--- config.mk ---
export PLATFORM = sky130hd
export DESIGN_NAME = deck_color_move_to_front
export DESIGN_NICKNAME = d
export VERILOG_FILES = /design/src/rtl/dcmtf_pkg.sv /design/src/rtl/deck_color_move_to_front.sv /design/src/rtl/dcmtf_store.sv
export SDC_FILE = /design/constraint.sdc
export NUM_CORES = 1
export LEC_CHECK = 0
export BUFFER_PORTS_ARGS = -buffer_cell sky130_fd_sc_hd__buf_2
export CORE_ASPECT_RATIO = 0.7
export CORE_MARGIN = 5
export CORE_UTILIZATION = 40
export CTS_CLUSTER_SIZE = 10
export DETAILED_ROUTE_END_ITERATION = 8
export PLACE_DENSITY_LB_ADDON = 0.1
export SLEW_MARGIN = 0
export SYNTH_ARGS = -nofsm -noshare
export SYNTH_HDL_FRONTEND = slang
export SYNTH_HIERARCHICAL = 1
export SYNTH_SLANG_ARGS = --single-unit
--- constraint.sdc ---
create_clock -name clk -period 18.3 [get_ports clk]
set_clock_uncertainty 0.15 [all_clocks]
set_input_delay 2.745 -clock clk [delete_from_list [all_inputs] [get_ports clk]]
set_output_delay 2.745 -clock clk [all_outputs]
set_load 0.1 [all_outputs]
--- src/rtl/dcmtf_pkg.sv ---
package dcmtf_pkg;

  localparam int COLOR_W = 6;
  localparam int RANK_W  = 17;

  localparam int NUM_COLORS_DEF = 64;
  localparam int DECK_MAX_DEF   = 65536;

  localparam logic KIND_LOAD  = 1'b0;
  localparam logic KIND_QUERY = 1'b1;

  typedef struct packed {
    logic               kind;
    logic [COLOR_W-1:0] color;
  } item_t;

  typedef struct packed {
    logic [RANK_W-1:0] rank;
    logic              found;
  } result_t;

endpackage

--- src/rtl/deck_color_move_to_front.sv ---
// Move-to-front deck ranker.
//
// Input channel (item_valid / item_ready / item): each transaction is either
// a load (kind = KIND_LOAD), which appends a card of the given color at the
// deck bottom, or a query (kind = KIND_QUERY), which names a color.
// Output channel (result_valid / result_ready / result): one transaction per
// query, none per load. rank is the 1-based position of the topmost card of
// the color, found says whether one exists; an absent color gives 0 / 0.
// A found card moves to the top: every color above it moves down by one.
//
// Sequencing: a query looks up its color's entry; on a hit it sweeps the
// whole store and then moves the color to the top, while an absent color
// skips the sweep. The sweep walks the per-color position store one entry
// per cycle through a single compare and increment unit, with one read and
// one write port on the store. item_ready is high only while the sequencer
// is idle, so loads go at one per cycle and a query must finish before the
// next transaction is accepted.
// The result sits in an output register; a stalled receiver does not block
// loads or the next query, but a finished query waits until the register
// frees up. Reset clears the deck count and all store valid bits at once,
// so the block is ready in the first cycle after reset.
module deck_color_move_to_front
  import dcmtf_pkg::*;
#(
  parameter int NUM_COLORS = NUM_COLORS_DEF,
  parameter int DECK_MAX   = DECK_MAX_DEF
) (
  input  logic    clk,
  input  logic    rst,
  input  logic    item_valid,
  output logic    item_ready,
  input  item_t   item,
  output logic    result_valid,
  input  logic    result_ready,
  output result_t result
);

  localparam int CW    = $clog2(NUM_COLORS);
  localparam int POS_W = $clog2(DECK_MAX + 1);
  localparam logic [CW-1:0]    LAST_IDX  = CW'(NUM_COLORS - 1);
  localparam logic [POS_W-1:0] DECK_FULL = POS_W'(DECK_MAX);

  typedef enum logic [4:0] {
    ST_IDLE   = 5'b00001,
    ST_LOOKUP = 5'b00010,
    ST_SWEEP  = 5'b00100,
    ST_FIX    = 5'b01000,
    ST_DONE   = 5'b10000
  } state_t;

  state_t           st;
  logic [CW-1:0]    cnt;
  logic [CW-1:0]    qcolor;
  logic [POS_W-1:0] pos;
  logic [POS_W-1:0] cards_loaded;
  logic [POS_W-1:0] res_rank;
  logic             res_found;

  logic             rd_en;
  logic [CW-1:0]    rd_addr;
  logic [POS_W-1:0] rd_data;
  logic             rd_hit;
  logic             wr_en;
  logic [CW-1:0]    wr_addr;
  logic [POS_W-1:0] wr_data;
  logic             probe_hit;

  logic                  accept;
  logic                  out_free;
  logic                  color_ok;
  logic                  deck_full;
  logic [CW+COLOR_W-1:0] color_ext;
  logic [CW-1:0]         color_addr;
  logic [RANK_W+POS_W-1:0] rank_ext;

  assign item_ready = (st == ST_IDLE);
  assign accept     = item_valid && item_ready;
  assign out_free   = !result_valid || result_ready;
  assign color_ok   = (32'(item.color) < NUM_COLORS);
  assign deck_full  = (cards_loaded >= DECK_FULL);
  assign color_ext  = {{CW{1'b0}}, item.color};
  assign color_addr = color_ext[CW-1:0];
  // Mask the stored position to the rank field width.
  assign rank_ext   = {{RANK_W{1'b0}}, res_rank};

  dcmtf_store #(
    .NUM_COLORS (NUM_COLORS),
    .POS_W      (POS_W)
  ) u_store (
    .clk        (clk),
    .rst        (rst),
    .rd_en      (rd_en),
    .rd_addr    (rd_addr),
    .rd_data    (rd_data),
    .rd_hit     (rd_hit),
    .wr_en      (wr_en),
    .wr_addr    (wr_addr),
    .wr_data    (wr_data),
    .probe_addr (color_addr),
    .probe_hit  (probe_hit)
  );

  // Store port control. The sweep reads entry cnt+1 while it writes back
  // entry cnt, so the two ports never touch the same entry.
  always_comb begin
    rd_en   = 1'b0;
    rd_addr = cnt + CW'(1);
    wr_en   = 1'b0;
    wr_addr = cnt;
    wr_data = rd_data + POS_W'(1);
    case (st)
      ST_IDLE: begin
        rd_addr = color_addr;
        if (accept && color_ok) begin
          if (item.kind == KIND_QUERY) begin
            rd_en = 1'b1;
          end else if (!deck_full && !probe_hit) begin
            // First card of this color: record its position.
            wr_en   = 1'b1;
            wr_addr = color_addr;
            wr_data = cards_loaded + POS_W'(1);
          end
        end
      end
      ST_LOOKUP: begin
        rd_en   = rd_hit;
        rd_addr = '0;
      end
      ST_SWEEP: begin
        // Push down every present color that sits above the found card.
        rd_en = (cnt != LAST_IDX);
        wr_en = rd_hit && (rd_data < pos);
      end
      ST_FIX: begin
        wr_en   = 1'b1;
        wr_addr = qcolor;
        wr_data = POS_W'(1);
      end
      default: begin
      end
    endcase
  end

  // Sequencer control state.
  always_ff @(posedge clk) begin
    if (rst) begin
      st           <= ST_IDLE;
      cnt          <= '0;
      cards_loaded <= '0;
      result_valid <= 1'b0;
    end else begin
      case (st)
        ST_IDLE: begin
          if (accept) begin
            if (item.kind == KIND_LOAD) begin
              if (color_ok && !deck_full) begin
                cards_loaded <= cards_loaded + POS_W'(1);
              end
            end else if (color_ok) begin
              st <= ST_LOOKUP;
            end else begin
              st <= ST_DONE;
            end
          end
        end
        ST_LOOKUP: begin
          cnt <= '0;
          st  <= rd_hit ? ST_SWEEP : ST_DONE;
        end
        ST_SWEEP: begin
          cnt <= cnt + CW'(1);
          if (cnt == LAST_IDX) begin
            st <= ST_FIX;
          end
        end
        ST_FIX: begin
          st <= ST_DONE;
        end
        ST_DONE: begin
          // Hold the result until the output register frees up.
          if (out_free) begin
            st <= ST_IDLE;
          end
        end
        default: begin
          st <= ST_IDLE;
        end
      endcase

      if (st == ST_DONE && out_free) begin
        result_valid <= 1'b1;
      end else if (result_ready) begin
        result_valid <= 1'b0;
      end
    end
  end

  // Payload registers.
  always_ff @(posedge clk) begin
    case (st)
      ST_IDLE: begin
        qcolor    <= color_addr;
        res_rank  <= '0;
        res_found <= 1'b0;
      end
      ST_LOOKUP: begin
        pos <= rd_data;
      end
      ST_FIX: begin
        res_rank  <= pos;
        res_found <= 1'b1;
      end
      ST_DONE: begin
        if (out_free) begin
          result.rank  <= rank_ext[RANK_W-1:0];
          result.found <= res_found;
        end
      end
      default: begin
      end
    endcase
  end

  // Sweep write-back never collides with the look-ahead read.
  a_sweep_ports: assert property (@(posedge clk) disable iff (rst)
    (st == ST_SWEEP && wr_en && rd_en) |-> (wr_addr != rd_addr))
    else $error("sweep read and write hit the same entry");

  // A miss always reports rank zero.
  a_miss_rank: assert property (@(posedge clk) disable iff (rst)
    (result_valid && !result.found) |-> (result.rank == '0))
    else $error("absent color returned a nonzero rank");

  // The deck count never passes capacity.
  a_deck_cap: assert property (@(posedge clk) disable iff (rst)
    (cards_loaded <= DECK_FULL))
    else $error("card count exceeds deck capacity");

  // Leaving the done state always presents a result.
  a_done_out: assert property (@(posedge clk) disable iff (rst)
    (st == ST_DONE && out_free) |=> (result_valid && st == ST_IDLE))
    else $error("finished query did not reach the output register");

endmodule

--- src/rtl/dcmtf_store.sv ---
module dcmtf_store
  import dcmtf_pkg::*;
#(
  parameter int NUM_COLORS = NUM_COLORS_DEF,
  parameter int POS_W      = 17,
  localparam int CW        = $clog2(NUM_COLORS)
) (
  input  logic             clk,
  input  logic             rst,
  input  logic             rd_en,
  input  logic [CW-1:0]    rd_addr,
  output logic [POS_W-1:0] rd_data,
  output logic             rd_hit,
  input  logic             wr_en,
  input  logic [CW-1:0]    wr_addr,
  input  logic [POS_W-1:0] wr_data,
  input  logic [CW-1:0]    probe_addr,
  output logic             probe_hit
);

  // Top position per color; an entry without its valid bit reads as absent.
  logic [POS_W-1:0]      mem [NUM_COLORS];
  logic [NUM_COLORS-1:0] valid;

  always_ff @(posedge clk) begin
    if (rd_en) begin
      rd_data <= mem[rd_addr];
      rd_hit  <= valid[rd_addr];
    end
    if (wr_en) begin
      mem[wr_addr] <= wr_data;
    end
  end

  always_ff @(posedge clk) begin
    if (rst) begin
      valid <= '0;
    end else if (wr_en) begin
      valid[wr_addr] <= 1'b1;
    end
  end

  assign probe_hit = valid[probe_addr];

endmodule

; Word level (Yosys, flattened, before mapping)
; Memory sizes are Yosys's and may differ from the RTL's. A register that Yosys moved wholly into a read port is not among the register bits.
; Cells that the tools add are included.
[op_classes]
addsub = 3
order_cmp = 6
n_eq_ne = 11
mux = 35
bitwise = 3
n_reduce_logical = 15
[ops]
columns = op, count
row1 = 17-bit case mux with 2 select lines, 2
row2 = 64-bit OR, 1
row3 = 17-bit two-way mux, 3
row4 = 6-bit case mux with 2 select lines, 3
row5 = "17-bit by 1-bit adder with 17-bit output, second input constant", 2
row6 = 5-bit two-way mux, 5
row7 = 5-bit case mux with 5 select lines, 1
row8 = "6-bit by 7-bit less-than comparator with 1-bit output, second input constant", 3
row9 = 6-bit two-way mux, 3
row10 = "17-bit greater-or-equal comparator, second input constant", 1
row11 = 17-bit less-than comparator, 1
row12 = 1-bit binary-select mux with 6-bit select, 2
row13 = 1-bit two-way mux, 12
row14 = 4-bit AND reduction, 2
row15 = "6-bit by 1-bit adder with 6-bit output, second input constant", 1
row16 = 1-bit demux with 6-bit select, 1
row17 = "6-bit == test, second input constant", 1
row18 = "6-bit by 1-bit greater-or-equal comparator with 1-bit output, second input constant", 1
row19 = "6-bit != test, second input constant", 1
row20 = 1-bit case mux with 3 select lines, 2
row21 = 2-bit nonzero test, 3
row22 = "5-bit by 1-bit == test with 1-bit output, second input constant", 1
row23 = "5-bit by 2-bit == test with 1-bit output, second input constant", 1
row24 = "5-bit by 3-bit == test with 1-bit output, second input constant", 1
row25 = other kinds (10), 19
[totals]
ff_bits = 153
ram_bits = 1088
inputBits = 11
output_inout_bits = 20
word_cells = 86
mem_count = 1
[mem_list]
columns = memory, depth, word_bits, read_ports, rd_clocked_by_memory_dff, write_ports, line_no
row1 = u_store.mem, 64, 17, 1, 1, 1, dcmtf_store.sv:22  ; logic [POS_W-1:0] mem [NUM_COLORS];

; Longest topological paths before layout
; Gate-level depths: netlist of run 1.
[depth]
word_depth = 13
ltp_mapped = 17
depth_no_buf = 14

; By module
; Netlist of run 1, hierarchy kept.
[modules_own_cells]
columns = module, instances, cells_each, area_per_inst_um2, seq_area_each_um2
row1 = dcmtf_store, 1, 2101, 45267.2, 34493.1
row2 = deck_color_move_to_front, 1, 431, 4406.7, 2352.3

; Worst setup path after synthesis of run 1
; Ideal clock, no wire load.
[synth_timing]
kind = input-to-reg
start = in item[0] (netlist bit)
end = mem u_store.mem[0][15] (data pin)
setup_ps = 702
arrival_ps = 7312
t_required_ps = 17448
setup_slack_ps = 10137
stages = 9
path_buffers = 3
cell_sequence = buf_2 -> buf_6 -> mux4_2 -> mux2_2 -> o2111ai_1 -> o211ai_1 -> or3_1 -> buf_2 -> o21ai_0
[synth_via]
elab_chain_cells = 8
[synth_rtl]
columns = item, line_no
row1 = from (decl), deck_color_move_to_front.sv:32  ; input item_t item,
row2 = 1-bit binary-select mux with 6-bit select, dcmtf_store.sv:43  ; assign probe_hit = valid[probe_addr];
row3 = 1-bit two-way mux (not written as such), dcmtf_store.sv:43
row4 = named net probe_hit, deck_color_move_to_front.sv:66  ; logic probe_hit;
row5 = 1-bit zero test, deck_color_move_to_front.sv:117  ; end else if (!deck_full && !probe_hit) begin
row6 = 1-bit logical AND, deck_color_move_to_front.sv:117
row7 = 17-bit two-way mux, deck_color_move_to_front.sv:117
row8 = 17-bit two-way mux, deck_color_move_to_front.sv:115  ; if (item.kind == KIND_QUERY) begin
row9 = 17-bit two-way mux, deck_color_move_to_front.sv:114  ; if (accept && color_ok) begin
row10 = 17-bit case mux with 2 select lines, deck_color_move_to_front.sv:111  ; case (st)
row11 = named net wr_data[15], deck_color_move_to_front.sv:65  ; logic [POS_W-1:0] wr_data;
row12 = to (decl), dcmtf_store.sv:22
; The timed path passes the listed nets, and every way through them passes these cells. The select of a mux whose other input is x is not followed.

; Final worst setup path of run 1
[layout_timing]
start = in item[0] (netlist bit)
end = mem u_store.mem[13][11] (enable)
[layout_via]
elab_cells_between_ends = 14
cone_classes = mux: 12 / reduce/logical: 2
[layout_lines]
columns = item, line_no
row1 = 1-bit binary-select mux with 6-bit select, dcmtf_store.sv:43
row2 = 1-bit two-way mux (not written as such), dcmtf_store.sv:43
row3 = named net probe_hit, deck_color_move_to_front.sv:66
row4 = 1-bit zero test, deck_color_move_to_front.sv:117
row5 = 1-bit logical AND, deck_color_move_to_front.sv:117
row6 = 6-bit two-way mux, deck_color_move_to_front.sv:117
row7 = 6-bit two-way mux, deck_color_move_to_front.sv:115
row8 = 6-bit two-way mux, deck_color_move_to_front.sv:114
row9 = 6-bit case mux with 2 select lines, deck_color_move_to_front.sv:111
row10 = named net wr_addr[1], deck_color_move_to_front.sv:64  ; logic [CW-1:0] wr_addr;
; The timed path passes the listed nets, and every way through them passes these cells. The select of a mux whose other input is x is not followed.

==> results of run 1 <==
-- routing by layer --
metal | global-route usage | routed length (microns) | up-vias
met4 | 0.05360 | 2568 | 0
met5 | 0 | 0 | -
met2 | 0.2988 | 59400 | 847
met3 | 0.03339 | 8451 | 161
met1 | 0.2993 | 59730 | 13400
li1 | - | - | 10510
-- cell families after synthesis --
family	synth area share
DFF	0.7417
adders and majority gates	0.004786
buffers and inverters	0.01605
xor gates and xnor gates	0.008287
and+or+nand+nor	0.04171
AOI/OAI and AO/OA	0.02975
muxes	0.1577
-- power groups by stage --
stage | logic, uW | registers, uW | clock network [uW]
finish | 673 | 3250 | 2560
global route | 713 | 3250 | 2740
CTS | 687 | 3250 | 2620
detailed placement | 686 | 3310 | 0
global placement | 676 | 3310 | 0
floorplan | 417 | 3310 | 0
-- worst max-delay path by stage --
| stage | from | endpoint | slack (ns) | depth (start not counted) |
|---|---|---|---|---|
| after global routing | item[0] | u_store/mem[10][1]$_DFFE_PP_ | 10.07 | 12 |
| after CTS | item[0] | u_store/mem[10][1]$_DFFE_PP_ | 10.42 | 12 |
| final | item[0] | u_store/mem[13][11]$_DFFE_PP_ | 10.33 | 12 |
| after floorplan | item[0] | u_store/mem[0][15]$_DFFE_PP_ | 10.14 | 9 |
| after detailed placement | item[0] | u_store/mem[11][9]$_DFFE_PP_ | 9.63 | 12 |
| after global placement | item[0] | u_store/mem[11][10]$_DFFE_PP_ | 9.74 | 12 |
-- area by class of cell --
cell class                      count  area, sq um
Clock inverter                     12        146.4
Sequential cell                  1258        36850
Clock buffer                      199         3895
Antenna cell                        6        15.01
Fill cell                       10400        67580
Multi-Input combinational cell   1121        12460
Timing Repair Buffer               79        555.5
Tap cell                         1650         2064
Inverter                           22        82.58
-- cells in the final DEF, fill, tap and decap left out, types with 7 or more instances in the layout --
cell type	n
a22oi_1	43
inv_1	21
dfxtp_1	93
nand2_1	61
mux2_2	60
nor2_2	59
xnor2_1	22
o21ai_0	7
buf_4	46
a221o_1	12
nand3_1	46
o22ai_4	8
clkbuf_1	51
ha_1	19
nand2b_1	24
mux2i_1	58
nand4_1	12
o21ai_4	8
and2_1	10
clkbuf_16	148
o21ba_2	16
nor2_1	157
a221oi_1	19
xor2_1	25
nand3b_1	8
mux4_2	292
o22ai_1	36
edfxtp_1	1165
a21oi_1	15
nor3_1	21
nor2b_1	16
buf_2	30
and4_1	8
-- sequential cells by signal (all words and copies together), names as in the netlist, 17 cells and up --
register         flops
pos                 17
u_store/mem       1088
u_store/valid       64
cards_loaded        17
result              18
res_rank            17
u_store/rd_data     17
-- worst max-delay path, delay by kind of cell --
kind            cells  cell delay, ns
simple gates        6            3.33
buf+inv             1            0.49
compound gates      3            0.67
mux                 2            0.87
-- through the flow --
stage	power (uW)	worst slack, ns	hold slack (ns)
global placement	3984	9.744	0.2567
finish	6480	10.33	0.2665
CTS	6560	10.42	0.2669
floorplan	3727	10.14	0.2503
detailed placement	3995	9.626	0.2545
global route	6706	10.07	0.2692
==> results by stage, run 1 <==
Critical path:
- Walking the worst path, the cells encountered are buf_2, mux4_2, mux2_2, o2111ai_1, o211ai_1, nor3_2, nor2_1, a22oi_1, nand2_1, nor2b_1, nand2_1, nor2_2.
- The worst setup path is launched from an input pin.
- The highest-delay cell along the critical path is nor2_2.
- Of all nets on the critical path, the largest fanout is 19.
- The critical path is of the in2reg type.
- The worst reg2reg path startpoint is st[4]$_SDFFE_PP0P_.
- For this run, the slowest stage of the critical path takes 1.14 ns.
- The required time of the worst setup path is 18.49 ns.
- The reg-to-reg endpoint is u_store/rd_data[5]$_DFFE_PP_.
- STA puts the critical path data arrival time at 8.15 ns.
- The setup slack on the worst flop-to-flop path is 11.98 ns.
- The worst setup path is captured at a flop.
- The cell type with the highest occurrence count on the critical path is nand2_1.
- The depth of the most critical reg-to-reg path is 13.

Route:
- The detail route stage leaves a number of antenna-violating nets equal to 0.
- The number of iterations in the first detailed-routing pass is 5.
- The DRC violations left is 0.
- The detailed router finished its first iteration with 2482 violations.
- The detail-routed net length per standard cell is 29.94 microns.
- Summed over all layers, the routed wires come to 130100 microns.
- The via count is 24930.
- The detailed-route vias per instance is 5.734.

Clock network:
- The post-cts hold buffer count is 0.
- Counting the buffers created by CTS gives 144.
- The post-CTS setup buffer count is 0.
- Clock latency on the worst-skew pair, taken at its later pin, is 0.76 ns.
- TritonCTS built the clock tree.
- In this run the number of H-tree levels came out at 4.
- Clock tree synthesis found a total of 1258 sinks.
- Clock-pin slew was measured on the worst setup and hold paths at 0.05 ns.
- The clock passes through at most 3 buffers.
- The post-cts gate resize count is 0.
- Clock tree synthesis selected as its root buffer the cell clkbuf_16.

Flow run:
- The max-cap violation count is 0.

Logic synthesis:
- The flop and latch count out of synthesis is 1258.
- The distinct cell type count after synthesis is 61.
- In the synthesized netlist the async set-or-reset flop fraction comes to 0.
- Yosys mapped a number of flops with a built-in enable equal to 1165.
- A synthesized cell averages 19.62 sq um.
- In the synthesized netlist the dominant register cell turns out to be edfxtp_1.
- The total nets after synthesis is 2562.
- The fraction of post-synthesis cell area in the top cell type by area is 0.7043.
- After synthesis, the cell types taking the most area are edfxtp_1 (70%), mux4_2 (13%), dfxtp_1 (3.7%).
- The count of warnings emitted by yosys is 6.
- Yosys instantiated no cell more often than edfxtp_1.
- The commonest cells after synthesis are edfxtp_1 (1165), mux4_2 (292), nor2_1 (215), dfxtp_1 (93), nand2_1 (63).
- The post-synth design cell area is 0.04967 sq mm.
- Synthesis handed over a netlist of 2532 instances.
- The cell taking the most area after synthesis is edfxtp_1.
- The sequential area share after synthesis is 0.7417.

Layout:
- Of the cells placed in the final design, the portion with a size suffix greater than 1 is 0.2605.
- The layout overhead on the synthesized area is 12.86%.
- The finished layout holds 4347 standard cells, fillers aside.
- The final design instance area without fill is 0.05606 sq mm.
- The post-route core utilization is 0.4534.
- After the last flow step, the layout net total stands at 2656.

Power:
- The cell leakage power is 0.01751 uW.
- The share of total power dissipated in sequential elements is 0.502.
- The share of total power dissipated in the clock network is 0.395.
- The worst-case IR drop observed on VDD is 0.08517 mV.
- The power per standard cell area is 115.6 mW/mm^2.
- Of the total power, combinational logic draws 0.104.
- The internal power of the cells is 4937 uW.
- The power spent charging and discharging nets is 1542 uW.
- Of the total power, the share spent switching nets is 0.2380.

Die:
- The floorplan step set the die height to 304.8 microns.
- The floorplan step set the die width to 431.2 microns.
- The cell row count is 108.
- The floorplan core area is 0.1236 sq mm.
- 31 I/O pins were placed.
- The initial core utilization is 0.4018.
- The die footprint is 0.1314 sq mm.

STA:
- At the pin with the least slew margin, the transition time is 1.363 ns.
- For the final routed database, the setup TNS stands at 0 ns.
- Timing would allow up to 125.5 MHz.
- Subtracting the final worst setup slack from the clock period gives 7.967 ns.
- The number of slew-limit violations in the final report came to 0.
- Of the available clock period, the critical path in the final layout requires 0.4353.
- The total setup violations reported at the end of the flow is 0.
- Setup repair after global routing left no endpoint under its margin.
- In this run the tightest slew margin relative to its limit is 0.08943.
- The hold violation total from the final report was 0.

Status:
- The run finished with clean final reports.

Placed design:
- The placer's final routability congestion estimate is 0.8751.
- The final HPWL from detailed placement is 78680 microns.
- Including well taps, the total number of placed cells is 4130.
- During placement, the flow inserted port buffers numbering 30.
- The instance area after placement is 0.05201 sq mm.

Global routing:
- The initial antenna violation count was 12.
- The first-pass GRT wire length is 186900 microns.
- For this run, the total global-route usage over all layers was measured as 0.1978.
- The pin count of the biggest net entering global routing is 117.
- Global routing finished with a remaining overflow of 0.
- The via count of the first global-routing pass is 25240.

Worst hold path:
- Along the worst hold path, the cell count comes to 0.
- The worst hold path startpoint is res_rank[7]$_SDFFCE_PN0N_.
- The path with the worst hold slack has its endpoint at result[8]$_DFFE_PP_.
- The path type of the worst min-delay path is reg2reg.
Power figures use the tool's default switching activity.
==> inputs of run 2 (changes only) <==
==> constraint.sdc (replaced) <==
create_clock -name clk -period 7.9 [get_ports clk]
set_clock_uncertainty 0.15 [all_clocks]
set_input_delay 1.185 -clock clk [delete_from_list [all_inputs] [get_ports clk]]
set_output_delay 1.185 -clock clk [all_outputs]
set_load 0.1 [all_outputs]
==> run 2 against run 1 <==
Core utilization up 0.34 points. Clock power is 130% higher. First-iteration DRC count is 1.6% lower. Global-route usage shrank 0.31 points. Cell area up 0.76%. Die area unchanged. Via count is 1.1% lower. Flip-flop and latch count unchanged. Critical path depth grew 1. Final cell count grew 0.85%. Largest power group unchanged.
==> results by stage, run 2 (synthesis results as in run 1) <==
Placed design:
- The worst-case setup slack after placement is 1.510 ns (-8.115 ns).
- The count of port buffers added during placement is 30 (unchanged).
- The final HPWL from detailed placement came to 76130 microns (-3.2%).
- The number of placed instances, taps included was 4188 (+1.4%).
- The placer's final routability congestion estimate came to 0.8386 (-4.2%).

STA:
- The total setup violations reported at the end of the flow is 0 (unchanged).
- Static timing analysis puts the maximum clock frequency at 177.7 MHz.
- The hold slack was 0.2611 ns (-0.005495 ns).
- The hold violation total from the final report came to 0 (unchanged).
- The post-layout worst setup margin came to 2.273 ns (-8.060 ns).
- The accumulated negative setup slack came to 0 ns (unchanged).
- The final critical-path share of the clock period is 0.7123.
- The worst-margin pin slew is 1.295 ns (-0.06806 ns).
- After layout, the minimum clock period comes to 5.627 ns.
- The number of slew-limit violations in the final report was 0 (unchanged).
- The worst slew margin relative to its limit is 0.1357 (+0.04631).
- Setup repair after global routing left no endpoint under its margin.

Critical path:
- The critical-path maximum fanout came to 19 (unchanged).
- The depth of the most critical reg-to-reg path was 11 (-2).
- The signal on the critical path passes through buf_2, mux4_2, mux2i_1, mux4_2, o211ai_1, nor3_2, buf_4, nor2_1, a22oi_1, nand2_1, nor2b_1, nand2_1, nor2_2.
- The worst stage delay on the critical path was 0.87 ns (-0.27 ns).
- The number of buffer and inverter stages on the critical path is 2 (+1).
- The data arrival time of the critical path is 5.83 ns (-2.32 ns).
- The required time of the worst setup path is 8.11 ns (-10.38 ns).
- The largest delay contributor family on the critical path is simple AND/OR/NAND/NOR gates.
- The critical path is of the in2reg type.
- The endpoint identified for the worst register-to-register timing path is u_store/rd_data[10]$_DFFE_PP_.
- The setup slack on the worst flop-to-flop path is 2.85 ns (-9.13 ns).
- The highest-delay cell along the critical path is nor2_2.
- The type of element capturing the critical path is a flop.
- The kind of start point of the critical path is an input pin.
- The worst reg2reg path startpoint is st[4]$_SDFFE_PP0P_.

Layout:
- The flip-flop count of the largest register, all copies and words added is 1088 (unchanged).
- The library cells used most frequently in the layout, excluding fill and tap cells, are edfxtp_1 (1165), mux4_2 (292), nor2_1 (157), clkbuf_16 (150), buf_4 (98).
- From synthesis to final layout, the design area changed by 13.72%.
- The library cell used most frequently in the layout, excluding fill and tap cells, is edfxtp_1.
- More flip-flops sit in one register than any other, and that register is u_store/mem.
- The fraction of final layout cells with drive strength greater than 1 is 0.2768 (+0.01632).
- The layout net count is 2714 (+2.2%).
- The post-route core utilization is 0.4569 (+0.003431).
- In the final layout, the registers with the most flip-flops are u_store/mem x1088, u_store/valid x64, result x18.
- The non-filler instance count after layout came to 4384 (+0.85%).

Route:
- The DRC violations left is 0 (unchanged).
- The detailed-route vias per instance was 5.621 (-2.0%).
- The routed wire length was 127200 microns (-2.3%).
- The number of iterations in the first detailed-routing pass was 6 (+1).
- The number of DRC markers in iteration 0 was 2443 (-1.6%).
- The detail-routed net length per standard cell is 29.02 microns (-3.1%).
- The number of antenna-violating nets in the routed design is 0 (unchanged).
- The via count is 24640 (-1.1%).

Clock network:
- The post-cts hold buffer count is 0 (unchanged).
- The worst-case clock buffer depth is 3 (unchanged).
- The clock latency on the worst-skew pair is 0.74 ns (-0.02 ns).
- The total clock sinks came to 1258 (unchanged).
- The post-CTS setup buffer count is 0 (unchanged).
- The CTS tree is yes.
- The number of buffers added by the clock tree synthesis step is 144 (unchanged).
- The post-cts gate resize count is 0 (unchanged).
- The master cell of the clock root buffer is clkbuf_16.
- The clock-pin slew reported for the worst setup and hold paths after clock tree synthesis was 0.05 ns (about the same).
- The count of H-tree levels built during CTS is 4 (unchanged).

Global routing:
- The via count of the first global-routing pass is 25410 (+0.71%).
- The first-pass GRT wire length was 184500 microns (-1.3%).
- The initial antenna violation count came to 7 (-5).
- The aggregate global routing overflow came to 0 (unchanged).
- The pin count of the biggest net entering global routing is 111 (-5.1%).
- The total routing usage reported by global routing was 0.1947 (-0.003091).

Die:
- The top-level port count is 31 (unchanged).
- The die footprint is 0.1314 sq mm (unchanged).
- The floorplan core area came to 0.1236 sq mm (unchanged).
- The initial core utilization came to 0.4018 (unchanged).
- The cell row count is 108 (unchanged).
- The width of the chip is 431.2 microns (unchanged).
- The height of the die is 304.8 microns (unchanged).

Worst hold path:
- For hold timing, the worst endpoint is result[11]$_DFFE_PP_.
- The hold-critical path depth is 0 (unchanged).
- The startpoint identified for the worst hold timing path is res_rank[10]$_SDFFCE_PN0N_.
- The path type of the worst min-delay path is reg2reg.

Power:
- The peak supply drop is 0.2122 mV (+150%).
- The power per standard cell area is 263.9 mW/mm^2 (+130%).
- The cell leakage power is 0.01782 uW (+1.8%).

Status:
- The flow ran to the end, and the final reports show no timing, DRC or antenna violations.

Flow run:
- The max-cap violation count was 0 (unchanged).
run 2: changes by cell type in the layout (fill, tap and decap cells not counted), moves of 2 or more:
cell,delta
inv_6,-2
inv_16,-2
clkinv_8,-2
clkbuf_1,-17
clkinv_1,+2
buf_4,+52
clkbuf_8,+2
clkbuf_16,+2
buf_12,+6
diode_2,-3
run 2: worst max path at each step:
stage                     startpoint                             to  slack (ns)  cells after the start
after global placement       item[0]  u_store/mem[20][16]$_DFFE_PP_        1.68                     13
after floorplan              item[0]   u_store/mem[0][15]$_DFFE_PP_        1.30                      9
after detailed placement     item[0]  u_store/mem[20][16]$_DFFE_PP_        1.51                     13
after CTS                    item[0]   u_store/mem[20][9]$_DFFE_PP_        2.36                     13
after global routing         item[0]  u_store/mem[63][16]$_DFFE_PP_        2.03                     13
final                        item[0]   u_store/mem[20][9]$_DFFE_PP_        2.27                     13
run 2: per-stage QoR:
stage	total power (uW)	instance area (sq um)
2_1_floorplan	8633	49670
3_3_place_gp	9199	52510
3_5_place_dp	9221	52510
4_1_cts	15110	56480
5_1_grt	15460	56490
6_report	14910	56490
run 2: worst reg2reg max path: stages (launching register included):
cell	delay, ns
dfxtp_1	0.35
nor3_1	0.27
nand3b_1	0.35
clkinv_1	0.43
nand2_1	0.16
o21ai_4	0.13
buf_12	0.40
buf_4	0.79
mux4_2	0.64
mux2i_1	0.31
a221o_1	0.61
nor3_1	0.17
run 2: final cells by class:
| type | instances | area, sq um |
|---|---|---|
| clock buffers | 186 | 3909 |
| well taps | 1650 | 2064 |
| fillers | 10440 | 67160 |
| inverters | 22 | 82.58 |
| diodes | 3 | 7.507 |
| multi-input cells | 1121 | 12450 |
| flip-flops and latches | 1258 | 36850 |
| clock inverters | 7 | 58.81 |
| repair buffers | 137 | 1066 |
run 2: metal layers:
layer	routed length, microns	track usage	vias up	share of wire
li1	-	-	10610	-
met3	7944	0.03986	158	0.062
met5	0	0	-	0
met2	58290	0.2949	689	0.46
met4	2154	0.05002	0	0.017
met1	58830	0.2902	13190	0.46
run 2: where the power goes:
group	total (uW)	switching [uW]	internal [uW]
clock	5850	2450	3410
combinational	1530	982	544
sequential	7530	29.4	7500
==> inputs of run 3 (changes only) <==
==> constraint.sdc (replaced) <==
create_clock -name clk -period 4.5 [get_ports clk]
set_clock_uncertainty 0.15 [all_clocks]
set_input_delay 0.675 -clock clk [delete_from_list [all_inputs] [get_ports clk]]
set_output_delay 0.675 -clock clk [all_outputs]
set_load 0.1 [all_outputs]
==> run 3 against run 2 <==
Flip-flop and latch count is the same. Cell area grew 2.9%. Register-to-register slack lost 2.7 ns. Combinational power grew 94%. Worst hold slack lost 0.16 ns. Via count grew 2.0%. Count of clock-buffer cells in the layout grew 2. Sequential power grew 75%. Sequential share of layout area shrank 1.8 points. Final cell count grew 1.8%. First-iteration DRC count grew 1.8%. Wire length grew 2.8%. Largest cell class unchanged.
==> results by stage, run 3 (synthesis results as in run 1) <==
Global routing:
- The via count of the first global-routing pass was 25570 (+0.60%).
- The total routing usage reported by global routing is 0.1995 (+0.004785).
- The initial antenna violation count was 5 (-2).
- The first-pass GRT wire length was 188200 microns (+2.0%).
- The aggregate global routing overflow is 0 (unchanged).
- The pin count of the biggest net entering global routing is 106 (-4.5%).

Placed design:
- The final HPWL from detailed placement is 83170 microns (+9.2%).
- The instance area after placement came to 0.05415 sq mm (+3.1%).
- The number of placed instances, taps included was 4264 (+1.8%).
- The count of port buffers added during placement was 30 (unchanged).
- The placer's final routability congestion estimate is 0.9247 (+10%).

Critical path:
- The type of the setup path with the least slack is reg2reg.
- The required time of the worst setup path is 4.80 ns (-3.31 ns).
- The data arrival time of the critical path is 4.67 ns (-1.16 ns).
- The depth of the most critical reg-to-reg path is 10 (-1).
- The critical-path maximum fanout is 19 (unchanged).
- The kind of start point of the critical path is a flop.
- STA classifies the critical path endpoint as a flop.

Die:
- The width of the chip came to 431.2 microns (unchanged).
- The height of the die is 304.8 microns (unchanged).
- The initial core utilization is 0.4018 (unchanged).
- The top-level port count was 31 (unchanged).
- The floorplan core area was 0.1236 sq mm (unchanged).
- The die footprint is 0.1314 sq mm (unchanged).
- The cell row count is 108 (unchanged).

STA:
- Setup repair after global routing left no endpoint under its margin.
- The total setup violations reported at the end of the flow came to 0 (unchanged).
- The worst slew margin relative to its limit is 0.1289 (-0.006843).
- The number of slew-limit violations in the final report is 0 (unchanged).
- The final critical-path share of the clock period is 0.9702.
- The accumulated negative setup slack came to 0 ns (unchanged).
- The worst path in the final design needs a cycle of 4.366 ns, including I/O delays and setup.
- The hold violation total from the final report is 0 (unchanged).
- The worst-margin pin slew is 1.304 ns (+0.008974 ns).
- Static timing analysis puts the maximum clock frequency at 229.0 MHz.

Route:
- The number of iterations in the first detailed-routing pass was 7 (+1).
- The routed wire length came to 130800 microns (+2.8%).
- The number of antenna-violating nets in the routed design came to 0 (unchanged).
- The via count is 25140 (+2.0%).
- The DRC violations left is 0 (unchanged).
- The detail-routed net length per standard cell is 29.31 microns (+1.0%).
- The number of DRC markers in iteration 0 is 2488 (+1.8%).
- The detailed-route vias per instance is 5.636 (+0.26%).

Clock network:
- The number of buffers added by the clock tree synthesis step is 144 (unchanged).
- The count of H-tree levels built during CTS is 4 (unchanged).
- The CTS tree is yes.
- The total clock sinks is 1258 (unchanged).
- The clock latency on the worst-skew pair was 0.74 ns (about the same).
- In this run the clock root is driven by a clkbuf_16.
- The clock-pin slew reported for the worst setup and hold paths after clock tree synthesis is 0.06 ns (about the same).
- The worst-case clock buffer depth came to 3 (unchanged).

Power:
- The power per standard cell area is 455.2 mW/mm^2 (+72%).
- The cell leakage power is 0.01845 uW (+3.6%).
- The peak supply drop came to 0.3520 mV (+66%).

Layout:
- The flip-flop count of the largest register, all copies and words added came to 1088 (unchanged).
- The layout net count is 2790 (+2.8%).
- The post-route core utilization is 0.4701 (+0.01324).
- The final design instance area without fill is 0.05812 sq mm (+2.9%).
- The most common cell after layout, fill and taps aside is edfxtp_1.
- The non-filler instance count after layout is 4461 (+1.8%).
- The layout overhead on the synthesized area is 17.01%.
- In the final layout, the registers with the most flip-flops are u_store/mem x1088, u_store/valid x64, result x18.
- In the layout the commonest cells are edfxtp_1 (1165), mux4_2 (292), nor2_1 (155), clkbuf_16 (150), buf_12 (95).
- The register containing the most flip-flops in the final layout is u_store/mem.
- The fraction of final layout cells with drive strength greater than 1 is 0.2975 (+0.02069).
- The filler cell count in the final layout is 10310 (-1.2%).

Worst hold path:
- The hold-critical path depth was 1 (+1).
- In this run the worst hold path is classified as in2reg.

Flow run:
- The max-cap violation count is 0 (unchanged).

Status:
- The flow ran to the end, and the final reports show no timing, DRC or antenna violations.
run 3: changes by cell type in the layout (fill, tap and decap cells not counted), moves of 2 or more:
cell | before | now
nor2_1 | 157 | 155
clkbuf_8 | 2 | 0
clkbuf_1 | 34 | 38
clkinv_2 | 0 | 2
diode_2 | 3 | 1
buf_12 | 9 | 95
buf_4 | 98 | 88
nor2_2 | 59 | 61
run 3: final cells by class:
cell class	count	area [sq um]	area share
Inverter	22	82.58	0.001421
Sequential cell	1258	36850	0.6339
Multi-Input combinational cell	1121	12450	0.2143
Clock buffer	188	3896	0.06703
Timing Repair Buffer	213	2713	0.04667
Tap cell	1650	2064	0.03552
Antenna cell	1	2.502	0.00004305
Clock inverter	8	65.06	0.001119
run 3: layer usage:
metal,share of wire,up-vias,global-route usage
met3,0.068,156,0.04666
met5,0.000076,-,0
met2,0.45,749,0.2962
li1,-,10770,-
met4,0.018,2,0.04706
met1,0.46,13470,0.3006
run 3: path summary, 6_finish.rpt:
kind | end | slack, ns | from
worst max-delay path | u_store/rd_data[8]$_DFFE_PP_ | 0.13 | st[2]$_SDFFE_PP0P_
worst min-delay path | qcolor[3]$_DFFE_PP_ | 0.11 | item[3]
worst max register to register | u_store/rd_data[8]$_DFFE_PP_ | 0.13 | st[2]$_SDFFE_PP0P_
worst min register to register | result[15]$_DFFE_PP_ | 0.27 | res_rank[14]$_SDFFCE_PN0N_
run 3: power by group:
part | total, uW | internal [uW] | switching, uW | leakage, uW
Sequential | 13200 | 13200 | 50.4 | 0.0113
Combinational | 2970 | 1100 | 1870 | 0.00521
Clock | 10300 | 5970 | 4320 | 0.00193
run 3: timing repair:
action / in CTS / in global routing
gates resized for setup: 1 / 2
endpoints found under the setup margin: 6 / 3
setup buffers: 0 / 0
hold buffers: 0 / 0
run 3: critical path, stage by stage, from the launching register on:
cell and delay, ns:
dfxtp_1 0.42, nor3_1 0.10, nand3b_1 0.18, nand2_1 0.31
o21ai_4 0.56, buf_12 0.27, mux4_2 0.55, mux2_2 0.33
a221oi_2 0.45, a221o_1 0.53, nor3_1 0.18
run 3: metrics by stage:
| stage | hold slack [ns] | worst slack (ns) | power, uW |
|---|---|---|---|
| 4_1_cts | 0.03042 | 0.2039 | 26770 |
| 3_5_place_dp | 0.2552 | -0.04840 | 16440 |
| 2_1_floorplan | 0.2503 | -0.8204 | 15150 |
| 6_report | 0.1053 | 0.1340 | 26460 |
| 3_3_place_gp | 0.2506 | -0.05306 | 16400 |
| 5_1_grt | 0.05732 | 0.009924 | 27400 |
